File: config.mk
export PLATFORM = sky130hd
export DESIGN_NAME = tga_rle_pixel_decoder_unit
export DESIGN_NICKNAME = d
export VERILOG_FILES = /design/src/design/tga_rle_pkg.sv /design/src/design/tga_rle_parser.sv /design/src/design/tga_rle_pixel_decoder_unit.sv
export SDC_FILE = /design/constraint.sdc
export NUM_CORES = 1
export LEC_CHECK = 0
export ABC_AREA = 1
export BUFFER_PORTS_ARGS = -buffer_cell sky130_fd_sc_hd__buf_2
export CORE_ASPECT_RATIO = 0.9
export CORE_MARGIN = 2
export CORE_UTILIZATION = 59
export CTS_BUF_LIST = sky130_fd_sc_hd__clkbuf_16
export CTS_CLUSTER_SIZE = 10
export DETAILED_ROUTE_END_ITERATION = 10
export GPL_ROUTABILITY_DRIVEN = 0
export PLACE_DENSITY_LB_ADDON = 0.15
export SLEW_MARGIN = 20
export SYNTH_ARGS = -nofsm -noshare
export SYNTH_HDL_FRONTEND = slang
export SYNTH_SLANG_ARGS = --single-unit
File: constraint.sdc
create_clock -name clk -period 7 [get_ports clk]
set_input_delay 1.4 -clock clk [delete_from_list [all_inputs] [get_ports clk]]
set_output_delay 1.4 -clock clk [all_outputs]
set_load 0.01 [all_outputs]
File: src/design/tga_rle_pkg.sv
`default_nettype none

package tga_rle_pkg;

    typedef logic [1:0] pixel_format_t;

    localparam pixel_format_t FMT_8BIT  = 2'd0;
    localparam pixel_format_t FMT_16BIT = 2'd1;
    localparam pixel_format_t FMT_24BIT = 2'd2;
    localparam pixel_format_t FMT_32BIT = 2'd3;

    localparam logic [7:0] HDR_COUNT_MASK = 8'h7F;
    localparam logic [7:0] HDR_RUN_FLAG   = 8'h80;
    localparam logic [4:0] CHAN5_MASK     = 5'h1F;

    typedef struct packed {
        logic       packet_done;
        logic [7:0] repeat_count;
        logic [7:0] blue;
        logic [7:0] green;
        logic [7:0] red;
    } pixel_result_t;

endpackage

`default_nettype wire

File: src/design/tga_rle_parser.sv
`default_nettype none

module tga_rle_parser
    import tga_rle_pkg::*;
(
    input  wire logic          clk,
    input  wire logic          rst_n,
    input  wire logic          accept,
    input  wire logic [7:0]    data_byte,
    input  wire pixel_format_t pixel_format,
    output logic               result_valid,
    output pixel_result_t      result
);

    logic        expect_header_reg, expect_header_next;
    logic        run_packet_reg, run_packet_next;
    logic [7:0]  pixels_left_reg, pixels_left_next;
    logic [1:0]  byte_position_reg, byte_position_next;
    logic [23:0] pixel_gather_reg, pixel_gather_next;

    logic [23:0] gather_merged;
    logic [7:0]  pixels_dec;
    logic        done;

    always_comb
    begin
        case (byte_position_reg)
            2'd0:    gather_merged = pixel_gather_reg | {16'd0, data_byte};
            2'd1:    gather_merged = pixel_gather_reg | {8'd0, data_byte, 8'd0};
            2'd2:    gather_merged = pixel_gather_reg | {data_byte, 16'd0};
            default: gather_merged = pixel_gather_reg;
        endcase
    end

    always_comb
    begin
        result.red          = 8'd0;
        result.green        = 8'd0;
        result.blue         = 8'd0;
        result.repeat_count = run_packet_reg ? pixels_left_reg : 8'd1;
        result.packet_done  = done;
        case (pixel_format)
            FMT_8BIT:
            begin
                result.red = gather_merged[7:0];
            end
            FMT_16BIT:
            begin
                result.red   = {gather_merged[14:10] & CHAN5_MASK, 3'd0};
                result.green = {gather_merged[9:5] & CHAN5_MASK, 3'd0};
                result.blue  = {gather_merged[4:0] & CHAN5_MASK, 3'd0};
            end
            default:
            begin
                result.blue  = gather_merged[7:0];
                result.green = gather_merged[15:8];
                result.red   = gather_merged[23:16];
            end
        endcase
    end

    assign pixels_dec = (pixels_left_reg != 8'd0) ? pixels_left_reg - 8'd1 : 8'd0;
    assign done       = run_packet_reg || (pixels_dec == 8'd0);

    always_comb
    begin
        expect_header_next = expect_header_reg;
        run_packet_next    = run_packet_reg;
        pixels_left_next   = pixels_left_reg;
        byte_position_next = byte_position_reg;
        pixel_gather_next  = pixel_gather_reg;
        result_valid       = 1'b0;
        if (accept)
        begin
            if (expect_header_reg)
            begin
                pixels_left_next   = (data_byte & HDR_COUNT_MASK) + 8'd1;
                run_packet_next    = (data_byte & HDR_RUN_FLAG) != 8'd0;
                expect_header_next = 1'b0;
                byte_position_next = 2'd0;
                pixel_gather_next  = 24'd0;
            end
            else if (byte_position_reg < pixel_format)
            begin
                byte_position_next = byte_position_reg + 2'd1;
                pixel_gather_next  = gather_merged;
            end
            else
            begin
                result_valid       = 1'b1;
                pixels_left_next   = run_packet_reg ? 8'd0 : pixels_dec;
                expect_header_next = done;
                byte_position_next = 2'd0;
                pixel_gather_next  = 24'd0;
            end
        end
    end

    always_ff @(posedge clk or negedge rst_n)
    begin
        if (!rst_n)
        begin
            expect_header_reg <= 1'b1;
            run_packet_reg    <= 1'b0;
            pixels_left_reg   <= 8'd0;
            byte_position_reg <= 2'd0;
            pixel_gather_reg  <= 24'd0;
        end
        else
        begin
            expect_header_reg <= expect_header_next;
            run_packet_reg    <= run_packet_next;
            pixels_left_reg   <= pixels_left_next;
            byte_position_reg <= byte_position_next;
            pixel_gather_reg  <= pixel_gather_next;
        end
    end

endmodule

`default_nettype wire

File: src/design/tga_rle_pixel_decoder_unit.sv
// TGA run-length pixel stream decoder.
// Slave channel (s_tvalid/s_tready/s_tdata) takes one compressed byte per
// transaction. Master channel (m_tvalid/m_tready/m_tdata/m_tlast) gives one
// pixel per transaction: red, green, blue and its repeat count; m_tlast
// marks the pixel that closes its packet. A run packet yields a single
// pixel with its count; literal pixels carry a count of one.
// The cfg channel (cfg_valid/cfg_ready/cfg_data) writes pixel_format; it is
// always ready and must be written only while the block is idle.
// Throughput: one byte per cycle while s_tready is high; the parser takes each accepted byte in one state update.
// A pixel is formed combinationally from the transaction carrying its last
// byte and registered into the main output register, or the skid stage if
// the receiver stalls. Header and partial-pixel bytes give no output.
// A main output register and a one-entry skid stage decouple the sides:
// input keeps flowing while a pixel waits, and s_tready drops only when
// both hold pixels under a stalled receiver.
// Reset clears the parser to await a packet header, empties the output
// stages and sets pixel_format to 24-bit.
`default_nettype none

module tga_rle_pixel_decoder_unit
    import tga_rle_pkg::*;
(
    input  wire logic        clk,
    input  wire logic        rst_n,
    input  wire logic        s_tvalid,
    output logic             s_tready,
    input  wire logic [7:0]  s_tdata,   // [7:0] data_byte
    output logic             m_tvalid,
    input  wire logic        m_tready,
    output logic [31:0]      m_tdata,   // [7:0] red, [15:8] green, [23:16] blue,
                                        // [31:24] repeat_count
    output logic             m_tlast,   // packet_done
    input  wire logic        cfg_valid,
    output logic             cfg_ready,
    input  wire logic [1:0]  cfg_data   // [1:0] pixel_format
);

    pixel_format_t pixel_format_reg;
    logic          accept;
    logic          res_valid;
    pixel_result_t res;

    logic          main_valid_reg, main_valid_next;
    pixel_result_t main_reg, main_next;
    logic          skid_valid_reg, skid_valid_next;
    pixel_result_t skid_reg, skid_next;

    assign cfg_ready = 1'b1;
    assign s_tready  = !skid_valid_reg;
    assign accept    = s_tvalid && s_tready;

    always_ff @(posedge clk or negedge rst_n)
    begin
        if (!rst_n)
            pixel_format_reg <= FMT_24BIT;
        else if (cfg_valid && cfg_ready)
            pixel_format_reg <= cfg_data;
    end

    tga_rle_parser u_parser
    (
        .clk          (clk),
        .rst_n        (rst_n),
        .accept       (accept),
        .data_byte    (s_tdata),
        .pixel_format (pixel_format_reg),
        .result_valid (res_valid),
        .result       (res)
    );

    always_comb
    begin
        main_valid_next = main_valid_reg;
        main_next       = main_reg;
        skid_valid_next = skid_valid_reg;
        skid_next       = skid_reg;
        if (!main_valid_reg || m_tready)
        begin
            if (skid_valid_reg)
            begin
                main_valid_next = 1'b1;
                main_next       = skid_reg;
                skid_valid_next = 1'b0;
            end
            else
            begin
                main_valid_next = res_valid;
                main_next       = res;
            end
        end
        else if (res_valid)
        begin
            skid_valid_next = 1'b1;
            skid_next       = res;
        end
    end

    always_ff @(posedge clk or negedge rst_n)
    begin
        if (!rst_n)
        begin
            main_valid_reg <= 1'b0;
            skid_valid_reg <= 1'b0;
        end
        else
        begin
            main_valid_reg <= main_valid_next;
            skid_valid_reg <= skid_valid_next;
        end
    end

    always_ff @(posedge clk)
    begin
        main_reg <= main_next;
        skid_reg <= skid_next;
    end

    assign m_tvalid = main_valid_reg;
    assign m_tdata  = {main_reg.repeat_count, main_reg.blue, main_reg.green, main_reg.red};
    assign m_tlast  = main_reg.packet_done;

endmodule

`default_nettype wire

==> results.md, run 1 <==
- Post-DP HPWL: 7.605 mm
- GR Util All Layers: 0.2577
- Die height: 92.35 um
- Period utilization: 0.5032
- Port-buffer cells: 49
- Htree depth: 3
- Post-synth ARST share: 0.3774
- Clock tree root buffer cell: clkbuf_16
- Post-Synthesis Cells: 548
- Top cell type's share of synthesized area: 0.3873
- Clock Latency Late Sink: 350 ps
- Rows: 32
- Area Overhead vs Synth: 11.25%
- Peak VDD IR: 0.1894 mV
- EDFF count, synth: 66
- Share of layout cells above drive strength 1: 0.1653
- Critical path peak fanout: 33
- Origin of the worst setup path: skid_valid_reg
- Hold Crit Start: skid_reg[14]
- IO Count: 51
- Largest register FFs: 33
- Distinct cells, synth: 34
- Crit path arrival time: 3770 ps
- Largest net degree at the start of global routing: 41
- Sequential area share after synthesis: 0.5834
- Fin crit period: 3522 ps
- Synth Register Bits: 106
- CTS tree: built
- Slew Limit Fails: 0
- PwrDens: 421.1 nW/um^2
- Setup crit start kind: flip-flop
- TritonRoute pass-1 iters: 5
- Initial antenna violation count: 0
- Max-Slew Margin vs Limit: 0.3334
- Max clock buf depth: 2
- Hold_ws: 519.7 ps
- Synthesized area per cell: 9.338 um^2
- Synth cell count leaders: 144 x nand2_1, 66 x edfxtp_1, 65 x inv_1
- Yosys warning count: 0
- Most used DFF post-synth: edfxtp_1
- Vias in the first global route: 3769
- Final setup violation count: 0
- Worst reg2reg path startpoint: skid_valid_reg
- Die area: 9435 um^2
- Fmax achieved: 283.9 MHz
- Initial core utilization: 0.6029
- Final Skew: 8.499 ps
- Most numerous cell in the Yosys netlist: nand2_1
- Via/cell ratio: 5.588
- Top cells by area, synth: edfxtp_1 39%, dfrtp_1 19%, nand2_1 11%, inv_1 4.8%, o22ai_1 4.3%
- Via count: 3979
- CTS resizes: 0
- CORE AREA: 8488 um^2
- Largest area contributor in the netlist: edfxtp_1
- Initial drt markers: 269
- Die width: 102.2 um
- Endpoint kind of the worst setup timing path: flip-flop
- First-pass GRT wire length: 18.57 mm
- Mean routed wirelength per cell: 15.72 um
- Final hold violation count: 0
- RSZ-0062 raised after global routing: no
- P_leak: 2.536 nW
- Final Routed Wirelength: 11.20 mm
- CTS Buf Count: 9
- CTS Sinks: 106
- Final TNS setup: 0 ps
- Syn nets: 571
- HP Class: reg2reg
- Max_cap viols: 0
- Final ANT Viol Nets: 0
- DRC Markers: 0
- Grt ovf: 0
- # hold bufs at CTS: 0
- Slew @ Worst Pin: 998.8 ps
- Clock transition at path regs: 70 ps
- Run status: completed
- N_diodes: 0
- Layout net count: 611
- Req. time, crit path: 7250 ps
- Postcts setup bufs: 0
- Synthesized cell area: 5117 um^2
- Kind of critical path: reg2reg
## through the flow
step                area [um^2]    util  instances  total power, mW  setup WS [ps]
floorplan                  5117       -        548            1.647          987.4
global placement           5406  0.6369        696            1.868           3403
detailed placement         5406  0.6369        696            1.906           3290
CTS                        5693  0.6707        712            2.395           3547
global route               5693  0.6707        712            2.560           3125
finish                     5693  0.6707        712            2.397           3478
## logic make-up after synthesis
group                      synth area share
xor gates and xnor gates           0.001712
AOI/OAI and AO/OA                    0.1396
DFF                                  0.5834
buffers and inverters               0.07897
adders and majority gates           0.01956
and+or+nand+nor                      0.1760
other                             0.0007328
## per-layer routing
metal / vias to the layer above / GRT usage / share of wire
met5: - / 0 / 0
met4: 0 / 0.09000 / 0.022
met3: 25 / 0.05962 / 0.081
met2: 180 / 0.3777 / 0.44
met1: 1855 / 0.3801 / 0.45
li1: 1919 / - / -
## worst max-delay path, stage by stage (launching register included)
cell	delay, ps
dfrtp_1	380
inv_1	620
nand2_1	400
inv_1	840
nand3_1	830
o22ai_1	350
## power by group
part / total (mW) / switching (mW) / internal (mW)
Clock: 0.489 / 0.241 / 0.248
Combinational: 0.928 / 0.644 / 0.284
Sequential: 0.980 / 0.0779 / 0.902
## worst paths after layout
path / end / depth (start not counted) / slack (ps)
worst min register to register: m_tdata[14] / 2 / 520
worst max-delay path: u_parser.pixel_gather_reg[11] / 5 / 3480
worst min-delay path: m_tdata[14] / 2 / 520
max in group asynchronous: m_tvalid / 1 / 5230
worst max register to register: u_parser.pixel_gather_reg[11] / 5 / 3480
min in group asynchronous: u_parser.pixels_left_reg[4] / 1 / 1190
## placed cells by master (no fill, tap or decap), types with 3 or more instances in the layout
cell type,count
nand3_1,22
edfxtp_1,66
buf_2,49
clkinv_4,3
buf_4,3
nor2_1,35
nand2_1,144
o21ai_1,4
nor2_2,4
clkbuf_16,9
nand4_1,4
inv_1,66
dfrtp_1,38
a21oi_1,22
o22ai_2,5
nand2_2,4
o22ai_1,35
ha_1,8
inv_2,7
o21ai_0,43
o211ai_2,4
## layout make-up
cell class	instances	area [um^2]
repair buffers	52	267.8
clock inverters	7	61.31
well taps	119	148.9
flip-flops and latches	106	2985
inverters	72	270.3
clock buffers	9	225.2
multi-input cells	347	1734
fillers	705	2795
Note: power is estimated with default switching activity, not from simulation.
==> run 2: changes to the inputs <==
Settings changed: CORE_UTILIZATION 59 to 53.
Clock period 7 ns to 3.2 ns, I/O delays scaled along.
==> run 2 against run 1 <==
  * First-iteration DRC count increased by 13%
  * Clock power is 110% higher
  * Clock-buffer cell count unchanged
  * Register-to-register slack got worse by 2800 ps
  * Cell area grew 0.81%
  * Utilization decreased by 6.8 points
  * Routed wire length is 0.35% higher
  * Maximum frequency is 39% higher
  * Critical path type unchanged
  * Critical endpoint is now u_parser.pixels_left_reg[4]
==> results.md, run 2 (synthesis results as in run 1) <==
- # hold bufs at CTS: 0 (unchanged)
- N_diodes: 0 (unchanged)
- Final TNS setup: 0 ps (unchanged)
- Die width: 107.6 um (+5.3%)
- Initial core utilization: 0.5370 (-0.06586)
- Register area: 2985 um^2 (unchanged)
- Mean routed wirelength per cell: 15.52 um (-1.3%)
- Final hold violation count: 0 (unchanged)
- HP Class: in2async
- Largest net degree at the start of global routing: 41 (unchanged)
- Fmax achieved: 393.5 MHz (+39%)
- Endpoint kind of the worst setup timing path: flip-flop
- Fill cells: 832 (+18%)
- Rows: 34 (+6.3%)
- Largest register FFs: 33 (unchanged)
- Final Skew: 8.247 ps (-0.2524 ps)
- Clock share of power: 0.199 (-0.005)
- CTS tree: built
- Logic pwr share: 0.392 (+0.005)
- Max-Slew Margin vs Limit: 0.3900 (+0.05656)
- CORE AREA: 9529 um^2 (+12%)
- Kind of critical path: reg2reg
- Area of the multi-input gates: 1743 um^2 (+0.51%)
- CTS Buf Count: 9 (unchanged)
- Htree depth: 3 (unchanged)
- Run status: completed
- Final setup violation count: 0 (unchanged)
- Clock tree root buffer cell: clkbuf_16
- Slew @ Worst Pin: 915.0 ps (-83.74 ps)
- Max_cap viols: 0 (unchanged)
- Die area: 10460 um^2 (+11%)
- Initial antenna violation count: 0 (unchanged)
- PwrDens: 913.3 nW/um^2 (+120%)
- Setup slack, reg-to-reg: 660 ps (-2820 ps)
- Die height: 97.22 um (+5.3%)
- Levels on crit path: 8 (+3)
- Area Overhead vs Synth: 12.15%
- Share of layout cells above drive strength 1: 0.1722 (+0.006979)
- Crit path arrival time: 2810 ps (-960 ps)
- Most frequent cells in the layout: 144 x nand2_1, 66 x edfxtp_1, 65 x inv_1, 49 x buf_2, 43 x o21ai_0
- Port-buffer cells: 49 (unchanged)
- Fin crit period: 2541 ps (-981.3 ps)
- Final Routed Wirelength: 11.24 mm (+0.35%)
- Crit path largest cell delay: 600 ps (-240 ps)
- Vias in the first global route: 3714 (-1.5%)
- Post-DP HPWL: 7.709 mm (+1.4%)
- Via/cell ratio: 5.492 (-1.7%)
- Crit path buffers/inverters: 2 (unchanged)
- CTS resizes: 0 (unchanged)
- Slew Limit Fails: 0 (unchanged)
- Crit-path slowest cell: dfstp_2
- Final ANT Viol Nets: 0 (unchanged)
- Clock Latency Late Sink: 340 ps (about the same)
- Initial drt markers: 305 (+13%)
- Req. time, crit path: 3470 ps (-3780 ps)
- Switching power total: 2.079 mW (+120%)
- Postcts setup bufs: 0 (unchanged)
- Clock transition at path regs: 70 ps (about the same)
- RSZ-0062 raised after global routing: no
- Layout net count: 616 (+0.82%)
- Hold_ws: 426.6 ps (-93.08 ps)
- IO Count: 51 (unchanged)
- Setup crit start kind: flip-flop
- Switching Share: 0.3967 (-0.004968)
- P_leak: 2.546 nW (+0.41%)
- Max clock buf depth: 2 (unchanged)
- Crit path cell chain: inv_1 > ha_1 > a21oi_2 > and2_1 > nor2_4 > inv_1 > a21oi_1 > a21oi_1
- CP top delay family: flip-flops
- Seq pwr share: 0.410 (about the same)
- Int Pwr: 3.163 mW (+120%)
- DRC Markers: 0 (unchanged)
- R2r worst-path depth: 8 (+3)
- First-pass GRT wire length: 18.78 mm (+1.1%)
- Tot Pwr: 5.242 mW (+120%)
- CTS Sinks: 106 (unchanged)
- Peak VDD IR: 0.3462 mV (+83%)
- Via count: 3976 (-0.075%)
- GR Util All Layers: 0.2284 (-0.02930)
- Grt ovf: 0 (unchanged)
- TritonRoute pass-1 iters: 5 (unchanged)
- Critical path peak fanout: 21 (-36%)
- Most common cell after layout, fill and taps aside: nand2_1
- Period utilization: 0.7941 (+0.2909)
## run 2: per-stage QoR
stage | util | instance area [um^2] | std cells | worst slack (ps)
6_report | 0.6023 | 5739 | 724 | 659.0
5_1_grt | 0.6023 | 5739 | 724 | 463.5
4_1_cts | 0.6023 | 5739 | 724 | 668.2
3_5_place_dp | 0.5731 | 5461 | 708 | 668.7
3_3_place_gp | 0.5731 | 5461 | 708 | 814.3
2_1_floorplan | - | 5132 | 548 | 68.96
## run 2: per-layer routing
layer / routed length, um / global-route usage / vias to the layer above / part of all wire
met1: 5401 / 0.3716 / 1868 / 0.48
li1: - / - / 1922 / -
met5: 0 / 0 / - / 0
met3: 741 / 0.03756 / 16 / 0.066
met4: 163 / 0.07199 / 0 / 0.015
met2: 4928 / 0.3111 / 170 / 0.44
## run 2: power groups by stage
stage,Clock (mW),Sequential [mW],Combinational [mW]
3_3_place_gp,0,2.16,1.98
5_1_grt,1.11,2.19,2.31
4_1_cts,1.06,2.15,2.04
6_report,1.04,2.15,2.05
2_1_floorplan,0,2.23,1.38
3_5_place_dp,0,2.17,2.02
## run 2: worst register-to-register path: cells and delay by family, from the launching register on
family | cells | cell delay (ps)
simple gates | 2 | 520
compound gates | 3 | 440
flops | 1 | 600
fa+ha+maj | 1 | 440
buf+inv | 2 | 470
## run 2: worst paths after layout
kind	startpoint	to
hold / removal	rst_n	u_parser.pixel_gather_reg[20]
min in group clk	cfg_valid	pixel_format_reg[1]
max in group asynchronous	rst_n	u_parser.pixel_gather_reg[8]
setup reg to reg	pixel_format_reg[1]	u_parser.pixels_left_reg[4]
hold reg to reg	skid_reg[12]	m_tdata[12]
setup / recovery	pixel_format_reg[1]	u_parser.pixels_left_reg[4]
## run 2: area by class of cell
cell class | count | share of cell area
inverters | 72 | 0.04709
clock buffers | 9 | 0.03924
flip-flops and latches | 106 | 0.5202
clock inverters | 7 | 0.009156
well taps | 126 | 0.02747
multi-input cells | 347 | 0.3037
repair buffers | 57 | 0.05319
